**src/hw/rtl/projection_text_box_segmenter_macros.svh**
```systemverilog
// Assertion macros shared by the text box segmenter modules.
// Each expects signals named clk and arst_n in the including module.
`ifndef PROJECTION_TEXT_BOX_SEGMENTER_MACROS_SVH
`define PROJECTION_TEXT_BOX_SEGMENTER_MACROS_SVH

// Same-cycle implication, checked outside reset.
`define PTS_ASSERT_IMP(lbl, ante, cons, msg) \
	lbl: assert property (@(posedge clk) disable iff (!arst_n) (ante) |-> (cons)) \
		else $error(msg);

// Next-cycle implication, checked outside reset.
`define PTS_ASSERT_NXT(lbl, ante, cons, msg) \
	lbl: assert property (@(posedge clk) disable iff (!arst_n) (ante) |=> (cons)) \
		else $error(msg);

`endif

```
**src/hw/rtl/pts_pkg.sv**
```systemverilog
// Package for the projection text box segmenter: widths, defaults, register codes
// and the box types passed between the controller and the output stage. No dependencies.
`timescale 1ns / 1ps
`default_nettype none
package pts_pkg;

	localparam int MAX_WIDTH_DEF  = 128;
	localparam int MAX_HEIGHT_DEF = 256;

	localparam int IMG_WIDTH_W  = 8;
	localparam int IMG_HEIGHT_W = 9;
	localparam int BOX_COL_W    = 7;
	localparam int BOX_ROW_W    = 8;
	localparam int APB_ADDR_W   = 3;
	localparam int APB_DATA_W   = 32;

	localparam logic [IMG_WIDTH_W-1:0]  IMG_WIDTH_RST  = 8'd128;
	localparam logic [IMG_HEIGHT_W-1:0] IMG_HEIGHT_RST = 9'd256;

	// register index, taken from paddr[2]
	localparam logic REG_IMAGE_WIDTH  = 1'b0;
	localparam logic REG_IMAGE_HEIGHT = 1'b1;

	typedef struct packed {
		logic [BOX_COL_W-1:0] left;
		logic [BOX_COL_W-1:0] right;
		logic [BOX_ROW_W-1:0] top;
		logic [BOX_ROW_W-1:0] bottom;
	} box_t;

	typedef struct packed {
		logic push;
		logic flush;
		box_t box;
	} box_cmd_t;

endpackage
`default_nettype wire

```
**src/hw/rtl/pts_ram.sv**
```systemverilog
// Generic single-write, single-read synchronous RAM with registered read data.
// Standalone; no package dependency.
`timescale 1ns / 1ps
`default_nettype none
module pts_ram #(
	parameter int WIDTH = 1,
	parameter int DEPTH = 128
) (
	input  wire logic                     clk,
	input  wire logic                     we,
	input  wire logic [$clog2(DEPTH)-1:0] waddr,
	input  wire logic [WIDTH-1:0]         wdata,
	input  wire logic                     re,
	input  wire logic [$clog2(DEPTH)-1:0] raddr,
	output logic      [WIDTH-1:0]         rdata
);

	logic [WIDTH-1:0] mem [DEPTH];

	always_ff @(posedge clk) begin
		if (we) begin
			mem[waddr] <= wdata;
		end
		if (re) begin
			rdata <= mem[raddr];
		end
	end

endmodule
`default_nettype wire

```
**src/hw/rtl/pts_box_out.sv**
```systemverilog
// Box output stage: one pending box and one output register, so the last box of a
// band can be marked. Depends on pts_pkg and the assertion macro header.
`timescale 1ns / 1ps
`default_nettype none
`include "projection_text_box_segmenter_macros.svh"
module pts_box_out (
	input  wire logic                          clk,
	input  wire logic                          arst_n,
	input  wire pts_pkg::box_cmd_t             cmd,
	output logic                               cmd_ready,
	output logic                               box_valid,
	input  wire logic                          box_ready,
	output logic      [pts_pkg::BOX_COL_W-1:0] box_left,
	output logic      [pts_pkg::BOX_COL_W-1:0] box_right,
	output logic      [pts_pkg::BOX_ROW_W-1:0] box_top,
	output logic      [pts_pkg::BOX_ROW_W-1:0] box_bottom,
	output logic                               last_box
);
	import pts_pkg::*;

	logic pend_valid_q;
	box_t pend_q;
	logic out_valid_q;
	box_t out_q;
	logic out_last_q;
	logic out_free;
	logic load_out;

	assign out_free  = !out_valid_q || box_ready;
	assign cmd_ready = !pend_valid_q || out_free;
	assign load_out  = cmd_ready && pend_valid_q && (cmd.push || cmd.flush);

	always_ff @(posedge clk or negedge arst_n) begin
		if (!arst_n) begin
			pend_valid_q <= 1'b0;
			out_valid_q  <= 1'b0;
		end else begin
			if (load_out) begin
				out_valid_q <= 1'b1;
			end else if (box_ready) begin
				out_valid_q <= 1'b0;
			end
			if (cmd.push && cmd_ready) begin
				pend_valid_q <= 1'b1;
			end else if (cmd.flush && cmd_ready) begin
				pend_valid_q <= 1'b0;
			end
		end
	end

	always_ff @(posedge clk) begin
		if (load_out) begin
			out_q      <= pend_q;
			out_last_q <= cmd.flush;
		end
		if (cmd.push && cmd_ready) begin
			pend_q <= cmd.box;
		end
	end

	assign box_valid  = out_valid_q;
	assign box_left   = out_q.left;
	assign box_right  = out_q.right;
	assign box_top    = out_q.top;
	assign box_bottom = out_q.bottom;
	assign last_box   = out_last_q;

	`PTS_ASSERT_NXT(a_push_keeps_pend, cmd.push && cmd_ready, pend_valid_q,
		"pushed box not held as pending")
	`PTS_ASSERT_NXT(a_push_moves_pend, cmd.push && cmd_ready && pend_valid_q,
		box_valid && !last_box, "earlier box not moved out on push")
	`PTS_ASSERT_NXT(a_flush_marks_last, cmd.flush && cmd_ready && pend_valid_q,
		box_valid && last_box && !pend_valid_q, "final box of band not marked last")

endmodule
`default_nettype wire

```
**src/hw/rtl/pts_ctrl.sv**
```systemverilog
// Pixel and band controller: tracks position and row ink, writes the column ink map
// in RAM, scans and clears it at band end. Depends on pts_pkg and the macro header.
`timescale 1ns / 1ps
`default_nettype none
`include "projection_text_box_segmenter_macros.svh"
module pts_ctrl #(
	parameter int MAX_WIDTH  = pts_pkg::MAX_WIDTH_DEF,
	parameter int MAX_HEIGHT = pts_pkg::MAX_HEIGHT_DEF
) (
	input  wire logic                             clk,
	input  wire logic                             arst_n,
	input  wire logic                             pixel_valid,
	output logic                                  pixel_ready,
	input  wire logic [23:0]                      pixel_rgb,
	input  wire logic                             first_pixel,
	input  wire logic [pts_pkg::IMG_WIDTH_W-1:0]  image_width,
	input  wire logic [pts_pkg::IMG_HEIGHT_W-1:0] image_height,
	output pts_pkg::box_cmd_t                     cmd,
	input  wire logic                             cmd_ready,
	output logic                                  ram_we,
	output logic      [$clog2(MAX_WIDTH)-1:0]     ram_waddr,
	output logic                                  ram_wdata,
	output logic                                  ram_re,
	output logic      [$clog2(MAX_WIDTH)-1:0]     ram_raddr,
	input  wire logic                             ram_rdata
);
	import pts_pkg::*;

	localparam int COL_W = $clog2(MAX_WIDTH);
	localparam int ROW_W = $clog2(MAX_HEIGHT);
	localparam int BOT_W = (ROW_W > BOX_ROW_W) ? ROW_W : BOX_ROW_W;
	localparam logic [COL_W-1:0] COL_LAST = COL_W'(MAX_WIDTH - 1);
	localparam logic [ROW_W-1:0] ROW_LAST = ROW_W'(MAX_HEIGHT - 1);

	typedef enum logic [2:0] {S_IDLE, S_PIX, S_CLR, S_RD, S_EV, S_END} state_t;

	state_t             state_q;
	logic               ret_idle_q;
	logic               ink_q;
	logic               row_has_ink_q;
	logic               band_open_q;
	logic               dirty_q;
	logic               in_run_q;
	logic [COL_W-1:0]   col_q;
	logic [ROW_W-1:0]   row_q;
	logic [ROW_W-1:0]   top_q;
	logic [BOX_ROW_W-1:0] bottom_q;
	logic [COL_W-1:0]   idx_q;
	logic [COL_W-1:0]   left_q;

	logic [COL_W-1:0] wlast;
	logic [ROW_W-1:0] hlast;
	logic [COL_W-1:0] col_c;
	logic [ROW_W-1:0] row_c;
	logic             eol;
	logic             last_row;
	logic             rhi;
	logic             open_c;
	logic             close_c;
	logic             in_range;
	logic             found;
	logic             ev_stall;

	always_comb begin
		if (image_width == '0) begin
			wlast = '0;
		end else if (32'(image_width) > 32'(MAX_WIDTH)) begin
			wlast = COL_LAST;
		end else begin
			wlast = COL_W'(image_width - 8'd1);
		end
		if (image_height == '0) begin
			hlast = '0;
		end else if (32'(image_height) > 32'(MAX_HEIGHT)) begin
			hlast = ROW_LAST;
		end else begin
			hlast = ROW_W'(image_height - 9'd1);
		end
	end

	assign col_c    = (col_q > wlast) ? wlast : col_q;
	assign row_c    = (row_q > hlast) ? hlast : row_q;
	assign eol      = (col_c == wlast);
	assign last_row = (row_c == hlast);
	assign rhi      = row_has_ink_q || ink_q;
	assign open_c   = rhi && !band_open_q;
	assign close_c  = !rhi && band_open_q;
	assign in_range = (idx_q <= wlast);
	assign found    = (state_q == S_EV) && in_range && !ram_rdata && in_run_q;
	assign ev_stall = found && !cmd_ready;

	assign pixel_ready = (state_q == S_IDLE);

	always_comb begin
		cmd.push       = found;
		cmd.flush      = (state_q == S_END);
		cmd.box.left   = BOX_COL_W'(left_q);
		cmd.box.right  = BOX_COL_W'(idx_q - COL_W'(1));
		cmd.box.top    = BOX_ROW_W'(top_q);
		cmd.box.bottom = bottom_q;
	end

	always_comb begin
		ram_re    = (state_q == S_RD);
		ram_raddr = idx_q;
		ram_we    = 1'b0;
		ram_waddr = idx_q;
		ram_wdata = 1'b0;
		unique case (state_q)
			S_PIX: begin
				ram_we    = ink_q;
				ram_waddr = col_c;
				ram_wdata = 1'b1;
			end
			S_CLR: begin
				ram_we = 1'b1;
			end
			S_EV: begin
				ram_we = !ev_stall;
			end
			S_IDLE, S_RD, S_END: begin
				ram_we = 1'b0;
			end
			default: begin
				ram_we = 1'b0;
			end
		endcase
	end

	always_ff @(posedge clk or negedge arst_n) begin
		if (!arst_n) begin
			state_q       <= S_CLR;
			ret_idle_q    <= 1'b1;
			ink_q         <= 1'b0;
			row_has_ink_q <= 1'b0;
			band_open_q   <= 1'b0;
			dirty_q       <= 1'b0;
			in_run_q      <= 1'b0;
			col_q         <= '0;
			row_q         <= '0;
			top_q         <= '0;
			bottom_q      <= '0;
			idx_q         <= '0;
			left_q        <= '0;
		end else begin
			unique case (state_q)
				S_IDLE: begin
					if (pixel_valid) begin
						ink_q <= (pixel_rgb == 24'd0);
						if (first_pixel) begin
							row_has_ink_q <= 1'b0;
							band_open_q   <= 1'b0;
							col_q         <= '0;
							row_q         <= '0;
						end
						if (first_pixel && dirty_q) begin
							state_q    <= S_CLR;
							ret_idle_q <= 1'b0;
							idx_q      <= '0;
						end else begin
							state_q <= S_PIX;
						end
					end
				end
				S_PIX: begin
					if (ink_q) begin
						dirty_q <= 1'b1;
					end
					if (!eol) begin
						col_q <= col_c + COL_W'(1);
						row_q <= row_c;
						if (ink_q) begin
							row_has_ink_q <= 1'b1;
						end
						state_q <= S_IDLE;
					end else begin
						col_q         <= '0;
						row_has_ink_q <= 1'b0;
						row_q         <= last_row ? '0 : row_c + ROW_W'(1);
						if (close_c) begin
							band_open_q <= 1'b0;
							bottom_q    <= BOX_ROW_W'(BOT_W'(row_c) - BOT_W'(1));
							idx_q       <= '0;
							in_run_q    <= 1'b0;
							state_q     <= S_RD;
						end else if (last_row) begin
							band_open_q <= 1'b0;
							if (dirty_q || ink_q) begin
								state_q    <= S_CLR;
								ret_idle_q <= 1'b1;
								idx_q      <= '0;
							end else begin
								state_q <= S_IDLE;
							end
						end else begin
							if (open_c) begin
								band_open_q <= 1'b1;
								top_q       <= row_c;
							end
							state_q <= S_IDLE;
						end
					end
				end
				S_CLR: begin
					if (idx_q == COL_LAST) begin
						dirty_q <= 1'b0;
						state_q <= ret_idle_q ? S_IDLE : S_PIX;
					end else begin
						idx_q <= idx_q + COL_W'(1);
					end
				end
				S_RD: begin
					state_q <= S_EV;
				end
				S_EV: begin
					if (!ev_stall) begin
						if (in_range && ram_rdata && !in_run_q) begin
							in_run_q <= 1'b1;
							left_q   <= idx_q;
						end
						if (found) begin
							in_run_q <= 1'b0;
						end
						if (idx_q == COL_LAST) begin
							state_q <= S_END;
						end else begin
							idx_q   <= idx_q + COL_W'(1);
							state_q <= S_RD;
						end
					end
				end
				S_END: begin
					if (cmd_ready) begin
						dirty_q <= 1'b0;
						state_q <= S_IDLE;
					end
				end
				default: begin
					state_q <= S_IDLE;
				end
			endcase
		end
	end

	`PTS_ASSERT_NXT(a_pixel_taken_up, pixel_valid && pixel_ready, state_q != S_IDLE,
		"transfer of a pixel not followed by its update")
	`PTS_ASSERT_IMP(a_box_in_width, cmd.push, in_range && in_run_q,
		"box reported outside the active width")
	`PTS_ASSERT_NXT(a_scan_leaves_clean, cmd.flush && cmd_ready,
		!dirty_q && !band_open_q && pixel_ready, "band scan left map or band set")

endmodule
`default_nettype wire

```
**src/hw/rtl/projection_text_box_segmenter.sv**
```systemverilog
// Projection text box segmenter. Takes RGB pixels in raster order (all-zero means
// ink) and reports one box per closed run of ink columns in each text band. A pixel
// is taken in the idle state and then updates position and the column map in the map
// RAM. When a row closes a band, the column map is read and cleared column by column,
// a read state then an evaluate state, over all MAX_WIDTH entries, and the scan holds
// while the box consumer stalls. A clearing pass over all MAX_WIDTH entries follows
// reset, a first_pixel marker while the map holds ink, and an image end while the map
// holds ink; no pixel is taken during a scan or a clearing pass. Boxes leave through a
// one-box output register behind a one-box pending slot, so pixels are taken while a
// box waits. Registers: image_width at byte address 0, image_height at 4. Depends on
// pts_pkg, pts_ram, pts_ctrl and pts_box_out.
`timescale 1ns / 1ps
`default_nettype none
module projection_text_box_segmenter #(
	parameter int MAX_WIDTH  = pts_pkg::MAX_WIDTH_DEF,
	parameter int MAX_HEIGHT = pts_pkg::MAX_HEIGHT_DEF
) (
	input  wire logic                           clk,
	input  wire logic                           arst_n,
	input  wire logic                           psel,
	input  wire logic                           penable,
	input  wire logic                           pwrite,
	input  wire logic [pts_pkg::APB_ADDR_W-1:0] paddr,
	input  wire logic [pts_pkg::APB_DATA_W-1:0] pwdata,
	output logic      [pts_pkg::APB_DATA_W-1:0] prdata,
	output logic                                pready,
	input  wire logic                           pixel_valid,
	output logic                                pixel_ready,
	input  wire logic [23:0]                    pixel_rgb,
	input  wire logic                           first_pixel,
	output logic                                box_valid,
	input  wire logic                           box_ready,
	output logic      [pts_pkg::BOX_COL_W-1:0]  box_left,
	output logic      [pts_pkg::BOX_COL_W-1:0]  box_right,
	output logic      [pts_pkg::BOX_ROW_W-1:0]  box_top,
	output logic      [pts_pkg::BOX_ROW_W-1:0]  box_bottom,
	output logic                                last_box
);
	import pts_pkg::*;

	localparam int COL_W = $clog2(MAX_WIDTH);

	logic [IMG_WIDTH_W-1:0]  image_width_q;
	logic [IMG_HEIGHT_W-1:0] image_height_q;
	logic                    cfg_wr;

	box_cmd_t         cmd;
	logic             cmd_ready;
	logic             ram_we;
	logic [COL_W-1:0] ram_waddr;
	logic             ram_wdata;
	logic             ram_re;
	logic [COL_W-1:0] ram_raddr;
	logic             ram_rdata;

	assign pready = 1'b1;
	assign cfg_wr = psel && penable && pwrite && pready;

	always_ff @(posedge clk or negedge arst_n) begin
		if (!arst_n) begin
			image_width_q  <= IMG_WIDTH_RST;
			image_height_q <= IMG_HEIGHT_RST;
		end else if (cfg_wr) begin
			unique case (paddr[2])
				REG_IMAGE_WIDTH:  image_width_q  <= pwdata[IMG_WIDTH_W-1:0];
				REG_IMAGE_HEIGHT: image_height_q <= pwdata[IMG_HEIGHT_W-1:0];
				default:          image_width_q  <= image_width_q;
			endcase
		end
	end

	always_comb begin
		unique case (paddr[2])
			REG_IMAGE_WIDTH:  prdata = APB_DATA_W'(image_width_q);
			REG_IMAGE_HEIGHT: prdata = APB_DATA_W'(image_height_q);
			default:          prdata = '0;
		endcase
	end

	pts_ctrl #(
		.MAX_WIDTH  (MAX_WIDTH),
		.MAX_HEIGHT (MAX_HEIGHT)
	) u_ctrl (
		.clk          (clk),
		.arst_n       (arst_n),
		.pixel_valid  (pixel_valid),
		.pixel_ready  (pixel_ready),
		.pixel_rgb    (pixel_rgb),
		.first_pixel  (first_pixel),
		.image_width  (image_width_q),
		.image_height (image_height_q),
		.cmd          (cmd),
		.cmd_ready    (cmd_ready),
		.ram_we       (ram_we),
		.ram_waddr    (ram_waddr),
		.ram_wdata    (ram_wdata),
		.ram_re       (ram_re),
		.ram_raddr    (ram_raddr),
		.ram_rdata    (ram_rdata)
	);

	pts_ram #(
		.WIDTH (1),
		.DEPTH (MAX_WIDTH)
	) u_col_map (
		.clk   (clk),
		.we    (ram_we),
		.waddr (ram_waddr),
		.wdata (ram_wdata),
		.re    (ram_re),
		.raddr (ram_raddr),
		.rdata (ram_rdata)
	);

	pts_box_out u_box_out (
		.clk        (clk),
		.arst_n     (arst_n),
		.cmd        (cmd),
		.cmd_ready  (cmd_ready),
		.box_valid  (box_valid),
		.box_ready  (box_ready),
		.box_left   (box_left),
		.box_right  (box_right),
		.box_top    (box_top),
		.box_bottom (box_bottom),
		.last_box   (last_box)
	);

endmodule
`default_nettype wire
```
**config.mk**
```make
export PLATFORM = sky130hd
export DESIGN_NAME = projection_text_box_segmenter
export DESIGN_NICKNAME = d
export VERILOG_FILES = /design/src/hw/rtl/pts_pkg.sv /design/src/hw/rtl/pts_ram.sv /design/src/hw/rtl/pts_box_out.sv /design/src/hw/rtl/pts_ctrl.sv /design/src/hw/rtl/projection_text_box_segmenter.sv
export VERILOG_INCLUDE_DIRS = /design/src /design/src/hw/rtl
export SDC_FILE = /design/constraint.sdc
export NUM_CORES = 1
export LEC_CHECK = 0
export BUFFER_PORTS_ARGS = -buffer_cell sky130_fd_sc_hd__buf_2
export CAP_MARGIN = 30
export CELL_PAD_IN_SITES_DETAIL_PLACEMENT = 0
export CELL_PAD_IN_SITES_GLOBAL_PLACEMENT = 2
export CORE_ASPECT_RATIO = 1.5
export CORE_MARGIN = 2
export CORE_UTILIZATION = 44
export CTS_CLUSTER_SIZE = 25
export DETAILED_ROUTE_END_ITERATION = 8
export GPL_TIMING_DRIVEN = 0
export MAX_ROUTING_LAYER = met4
export PLACE_DENSITY = 0.88
export SLEW_MARGIN = 20
export SYNTH_ARGS = -nofsm -noshare
export SYNTH_HDL_FRONTEND = slang
export SYNTH_SLANG_ARGS = --single-unit
```
**constraint.sdc**
```tcl
create_clock -name clk -period 8.76 [get_ports clk]
set_clock_uncertainty 0.05 [all_clocks]
set_input_delay 1.314 -clock clk [delete_from_list [all_inputs] [get_ports clk]]
set_output_delay 1.314 -clock clk [all_outputs]
set_load 0.05 [all_outputs]
```
Word-level counts from Yosys, hierarchy flattened
Memories as Yosys holds them, arrays and structs flattened. A register that Yosys moved wholly into a read port is not among the register bits.
Index checks and enable logic that the tools add are counted.

word-level totals
  flip-flop bits (word level) = 134
  bits in latches = 0
  bits in writable memories = 128
  memory bits (read-only) = 0
  input port bits = 67
  output and inout bits = 66
  logic and storage cells = 192
  memories = 1

cells by class
  $add $sub $neg = 7
  multipliers = 0
  divide/modulo/power cells = 0
  $lt $le $gt $ge = 5
  eq/ne operators = 25
  shift-type cells = 0
  muxes and demuxes = 72
  bitwise gates (word level) = 4
  reduce and logical (&&, ||, !) cells = 52

memories
  memory         depth  width  read ports  clocked after memory_dff  write ports  line           source
  u_col_map.mem  128    1      1           1                         1            pts_ram.sv:18  logic [WIDTH-1:0] mem [DEPTH];

operators with widths
  kind                                                                      number
  7-bit two-way mux                                                         15
  32-bit one-hot mux with 2 select lines                                    1
  8-bit two-way mux                                                         7
  1-bit two-way mux                                                         29
  7-bit one-hot mux with 4 select lines                                     1
  24-bit zero test                                                          1
  3-bit two-way mux                                                         7
  3-bit one-hot mux with 6 select lines                                     1
  2-bit by 1-bit inequality test with 1-bit output (second input constant)  8
  8-bit one-hot mux with 2 select lines                                     1
  8-bit by 1-bit subtractor with 8-bit output (second input constant)       2
  1-bit logical AND                                                         15
  5-bit AND reduction                                                       3
  7-bit by 1-bit adder with 7-bit output (second input constant)            2
  7-bit one-hot mux with 2 select lines                                     1
  7-bit AND reduction                                                       2
  7-bit by 1-bit subtractor with 7-bit output (second input constant)       2
  4-bit AND reduction                                                       3
  9-bit greater-than comparator (second input constant)                     1
  9-bit zero test                                                           1
  3-bit by 1-bit inequality test with 1-bit output (second input constant)  3
  3-bit AND reduction                                                       3
  8-bit by 1-bit adder with 8-bit output (second input constant)            1
  8-bit equality test                                                       1
  24 further kinds                                                          54

Longest topological paths before layout
  word-level depth = 12
  depth in mapped cells = 21
  gate-level depth less buffers = 20

Hierarchy
Synthesis repeated with hierarchy kept, for this count alone.

second synthesis, totals
  cells, all modules = 1094
  area total of the unflattened synthesis = 13339.0 µm²

by module, submodules not included
  module                         times used  cells an instance  area each (µm²)  sequential area each (µm²)
  pts_ram                        1           395                5729.2           3873.7
  pts_ctrl                       1           554                4689.5           1353.8
  pts_box_out                    1           73                 1959.4           1881.8
  projection_text_box_segmenter  1           72                 960.9            427.9

Worst setup path before layout
No wires, ideal clock.

  path kind = flip-flop to flip-flop
  from = reg u_ctrl.state_q[0]
  to = mem u_col_map.mem[0] (enable)
  arrival = 4646 ps
  path slack = 3762 ps
  stages on the path, launching flop included = 10
  cell sequence = dfrtp_1 > clkbuf_1 > inv_1 > or3_1 > clkinv_1 > clkbuf_1 > a31oi_1 > or4_1 > clkbuf_1 > nor2_1

on the way
  longest elaborated chain between the ends = 9

RTL lines
  item                                     line                             source
  start: declaration                       pts_ctrl.sv:37                   state_t state_q;
  start signal: assignment                 pts_ctrl.sv:207                  state_q <= ret_idle_q ? S_IDLE : S_PIX;
  3-bit equality test                      pts_ctrl.sv:89, pts_ctrl.sv:109
  1-bit logical AND (3 in series)          pts_ctrl.sv:89                   assign found = (state_q == S_EV) && in_range && !ram_rdata && in_run_q;
  1-bit logical AND                        pts_ctrl.sv:90                   assign ev_stall = found && !cmd_ready;
  1-bit zero test                          pts_ctrl.sv:119                  ram_we = !ev_stall;
  1-bit one-hot mux with 3 select lines    pts_ctrl.sv:109                  unique case (state_q)
  1-bit two-way mux                        pts_ram.sv:21                    if (we) begin
  1-bit two-way mux (implied by the code)  pts_ram.sv:22                    mem[waddr] <= wdata;
  end: declaration                         pts_ram.sv:18

Several ways; a longest one is shown, not always the timed one.

Final worst setup path
  from = reg image_height_q[0]
  to = reg u_ctrl.row_q[6]

on the way
  longest elaborated chain between the ends = 9

RTL lines
  item                                                                                          line                                 source
  start: declaration                                                                            projection_text_box_segmenter.sv:44  logic [IMG_HEIGHT_W-1:0] image_height_q;
  start signal: assignment                                                                      projection_text_box_segmenter.sv:66  REG_IMAGE_HEIGHT: image_height_q <= pwdata[IMG_HEIGHT_W-1:0];
  8-bit by 1-bit subtractor with 8-bit output or 9-bit greater-than comparator (tied branches)  pts_ctrl.sv:77, pts_ctrl.sv:74
  8-bit two-way mux                                                                             pts_ctrl.sv:74                       end else if (32'(image_height) > 32'(MAX_HEIGHT)) begin
  8-bit two-way mux (*)                                                                         pts_ctrl.sv:72                       if (image_height == '0) begin
  8-bit greater-than comparator                                                                 pts_ctrl.sv:82                       assign row_c = (row_q > hlast) ? hlast : row_q;
  8-bit two-way mux (*)                                                                         pts_ctrl.sv:82
  named net u_ctrl.row_c[0]                                                                     pts_ctrl.sv:54                       logic [ROW_W-1:0] row_c;
  8-bit by 1-bit adder with 8-bit output or 8-bit equality test (tied branches)                 pts_ctrl.sv:179, pts_ctrl.sv:84
  8-bit two-way mux (*)                                                                         pts_ctrl.sv:179                      row_q <= last_row ? '0 : row_c + ROW_W'(1);
  8-bit two-way mux (*)                                                                         pts_ctrl.sv:169                      if (!eol) begin
  8-bit one-hot mux with 2 select lines (*)                                                     pts_ctrl.sv:146                      unique case (state_q)
  end signal: assignment                                                                        pts_ctrl.sv:171                      row_q <= row_c;
  end signal: assignment                                                                        pts_ctrl.sv:179
  end: declaration                                                                              pts_ctrl.sv:45                       logic [ROW_W-1:0] row_q;

The timed path passes the listed nets; every way through them passes the cells marked *.
A chain may end at the register's enable or synchronous reset.

==> impl_metrics.yaml <==
timing:
  period_share_pct: 63.20
  tns_ns: 0
  achievable-frequency_mhz: 180.6
  slew_viol_final: 0
  rsz0062_at_grt: "false"
  period_minus_slack_ns: 5.536
  hold_viol_final: 0
  relSlewSlack_pct: 41.62
  fin_ws_ns: 3.224
  setup-violations-final: 0
  tightest_slew_ns: 0.8757
clock_tree:
  cts.sinks: 263
  cts.repair.resized: 0
  cts_buffer_depth: 3
  ctsHoldBuffers: 0
  htreeDepth: 1
  insertion_delay_ns: 0.55
  cts.repair_timing.setup_buffer_count: 0
  cts_made_buffers: 26
  cts_tree: "built"
  path_clk_slew_ns: 0.06
  root_buffer: "clkbuf_16"
pwr:
  p_leak_uw: 0.005650
  internal-power_uw: 2564
  seqPwrFrac_pct: 39.5
  p_sw_uw: 1403
  p_sw_share_pct: 35.37
  comb_power_share_pct: 33.5
  powerDensity_nw_per_um2: 259.2
  pwr-share-clk_pct: 27.0
  peakVddDrop_v: 0.0002002
grt:
  grt_first_pass_wirelength_mm: 49.80
  track_usage_pct: 20.51
  grt_pass1_vias: 9089
  grt_max_degree: 74
  grt.overflow.total: 0
  antenna_found_initial: 0
setup_path:
  critPathCapture: "u_ctrl.row_q[6]"
  worstReg2RegStart: "image_height_q[0]"
  arrival_ns: 5.91
  cpPeakStageDelay_ns: 0.56
  required_ns: 9.14
  start_kind: "register"
  r2r_end: "u_ctrl.row_q[6]"
  r2r_setup_slack_ns: 3.22
  setup.worst_path.end_class: "register"
  worst_path_most_repeated_cell: "inv_1"
  crit_type: "register to register"
  worstPathMaxFanout: 10
  path_cells: "inv_1 > ha_1 > nor4b_4 > nand2_1 > maj3_1 > inv_1 > ha_1 > nor2b_1 > o21a_1 > o21ai_0 > a21oi_1 > buf_4 > clkbuf_1 > a21oi_1 > inv_1 > ha_1 > inv_1 > a211oi_1 > nand3_1 > a32o_1"
  worstRegToRegCells: 20
  crit_start: "image_height_q[0]"
  cpMaxStageDelayCell: "a211oi_1"
synthesis:
  synth-seq-cells: 263
  synth_area_leader_cell: "edfxtp_1"
  synth_edf_count: 190
  async_flop_share_pct: 27.76
  yosysWarnings: 0
  synth-main-ff-cell: "edfxtp_1"
  syn-cell-area_um2: 13340
  synth_cell_types: 83
  synth-seq-area-share_pct: 56.51
  synth_area_leaders: "edfxtp_1 (43%), dfrtp_1 (13%), mux4_2 (6.9%), nor2_1 (4.9%), mux2_2 (3.4%)"
  syn_avg_cell_area_um2: 12.40
  syn_inst: 1076
  yosysTopAreaCellShare_pct: 42.77
route:
  via_per_inst: 5.510
  via_count: 9025
  ant_nets: 0
  drtIter0Drc: 507
  avgRoutedWirePerCell_um: 19.22
  drc: 0
  drt_first_pass_iters: 5
  wl_mm: 31.48
finish:
  final_common_cell: "edfxtp_1"
  final_cells: 1638
  drive_above_1_share_pct: 21.49
  diodes: 0
  register_area_um2: 7537
  nFillCells: 2688
  fin_util_pct: 50.92
  multi_input_area_um2: 5315
  area_growth_pct: 14.75
  layout_common_cells: "edfxtp_1 (190), nor2_1 (173), buf_2 (85), dfrtp_1 (69), clkbuf_1 (53)"
  nets: 1316
floorplan:
  rows: 78
  die_h_um: 217.2
  initial_utilization_pct: 44.38
  die_w_um: 146.2
  core_area_um2: 30060
  num_io_pins: 133
  dieArea_um2: 31750
place:
  dp_hpwl_mm: 22.61
  io_buffer_count: 83
  gp_congestion: 0.8509
  dp.cells: 1589
  place_ws_ns: 3.223
flow_run:
  maxCapViolCount: 0
hold_path:
  hp-class: "register to register"
run_status:
  status: "completed"
-- cells by family after synthesis --
logic type,synth area share [%]
AO/OA/AOI/OAI,8.376
XOR/XNOR,1.773
adder cells (fa/ha/maj),3.133
buffers and inverters,4.380
flip-flops,56.51
multiplexers,12.22
other,0.05630
AND/OR/NAND/NOR,13.55
-- power groups by stage --
stage	sequential, uW	combinational, uW	clock [uW]
5_1_grt	1580	1460	1140
6_report	1570	1330	1070
2_1_floorplan	1610	939	0
3_3_place_gp	1610	1290	0
3_5_place_dp	1590	1330	0
4_1_cts	1570	1340	1090
-- Yosys cell counts (all sizes together), types with 7 or more instances --
library cell  instances
a21o                  9
a21oi                26
a22o                 10
a31oi                 9
a32o                  7
and3                  7
buf                  38
clkbuf               46
dfrtp                69
edfxtp              190
ha                   31
inv                  42
mux2                 46
mux2i                17
mux4                 41
nand2                42
nand3                17
nand4                32
nor2                175
nor2b                10
nor3                 19
nor4                 10
o21ai                22
o31ai                10
or4                  10
xnor2                18
xor2                  9
-- flip-flops by register name, indices dropped and copies added (netlist names), 8 cells and up --
name                  flops
u_ctrl.row_q              8
u_box_out.box_bottom      8
image_width_q             8
image_height_q            9
u_ctrl.bottom_q           8
u_box_out.box_top         8
u_box_out.pend_q         30
u_ctrl.top_q              8
u_col_map.mem           128
-- layer usage --
layer / up-vias / GRT usage [%] / part of all wire (%)
met5: - / - / 0
met4: 0 / 6.375 / 2.7
li1: 4283 / - / -
met2: 170 / 39.56 / 56
met3: 60 / 2.180 / 3.2
met1: 4512 / 21.89 / 38
-- stage by stage --
stage                     total power (uW)  area, um2  hold slack [ns]
after floorplan                       2546      13420           0.3503
after global placement                2900      14340           0.3516
after detailed placement              2923      14490           0.3545
after CTS                             3992      15300           0.3694
after global routing                  4174      15310           0.3785
final                                 3968      15310           0.3694
-- worst max-delay path: cells and delay by family, from the launching register on --
kind	cells	cell delay (ns)
flip-flops	1	0.46
buffers and inverters	6	1.21
AND/OR/NAND/NOR	4	1.02
adder cells (fa/ha/maj)	4	0.98
AO/OA/AOI/OAI	6	1.71
-- area by class of cell --
cell class	count	share of cell area, %
plain buffers	84	2.787
well taps	400	3.270
inverters	43	1.054
clock buffers	36	4.626
clock inverters	12	0.6703
multi-input cells	708	34.72
repair buffers	92	3.629
flip-flops and latches	263	49.24
-- worst min-delay path by stage --
stage / from / endpoint / slack [ns] / depth (start not counted)
floorplan: u_box_out.pend_q[0] / u_box_out.box_bottom[0] / 0.35 / 0
global placement: u_box_out.pend_q[5] / u_box_out.box_bottom[5] / 0.35 / 0
detailed placement: u_box_out.pend_q[17] / u_box_out.box_right[1] / 0.35 / 0
CTS: u_box_out.pend_q[17] / u_box_out.box_right[1] / 0.37 / 0
global route: u_box_out.pend_q[4] / u_box_out.box_bottom[4] / 0.38 / 0
finish: u_box_out.pend_q[17] / u_box_out.box_right[1] / 0.37 / 0
No activity file was read; power rests on OpenSTA's default activity.
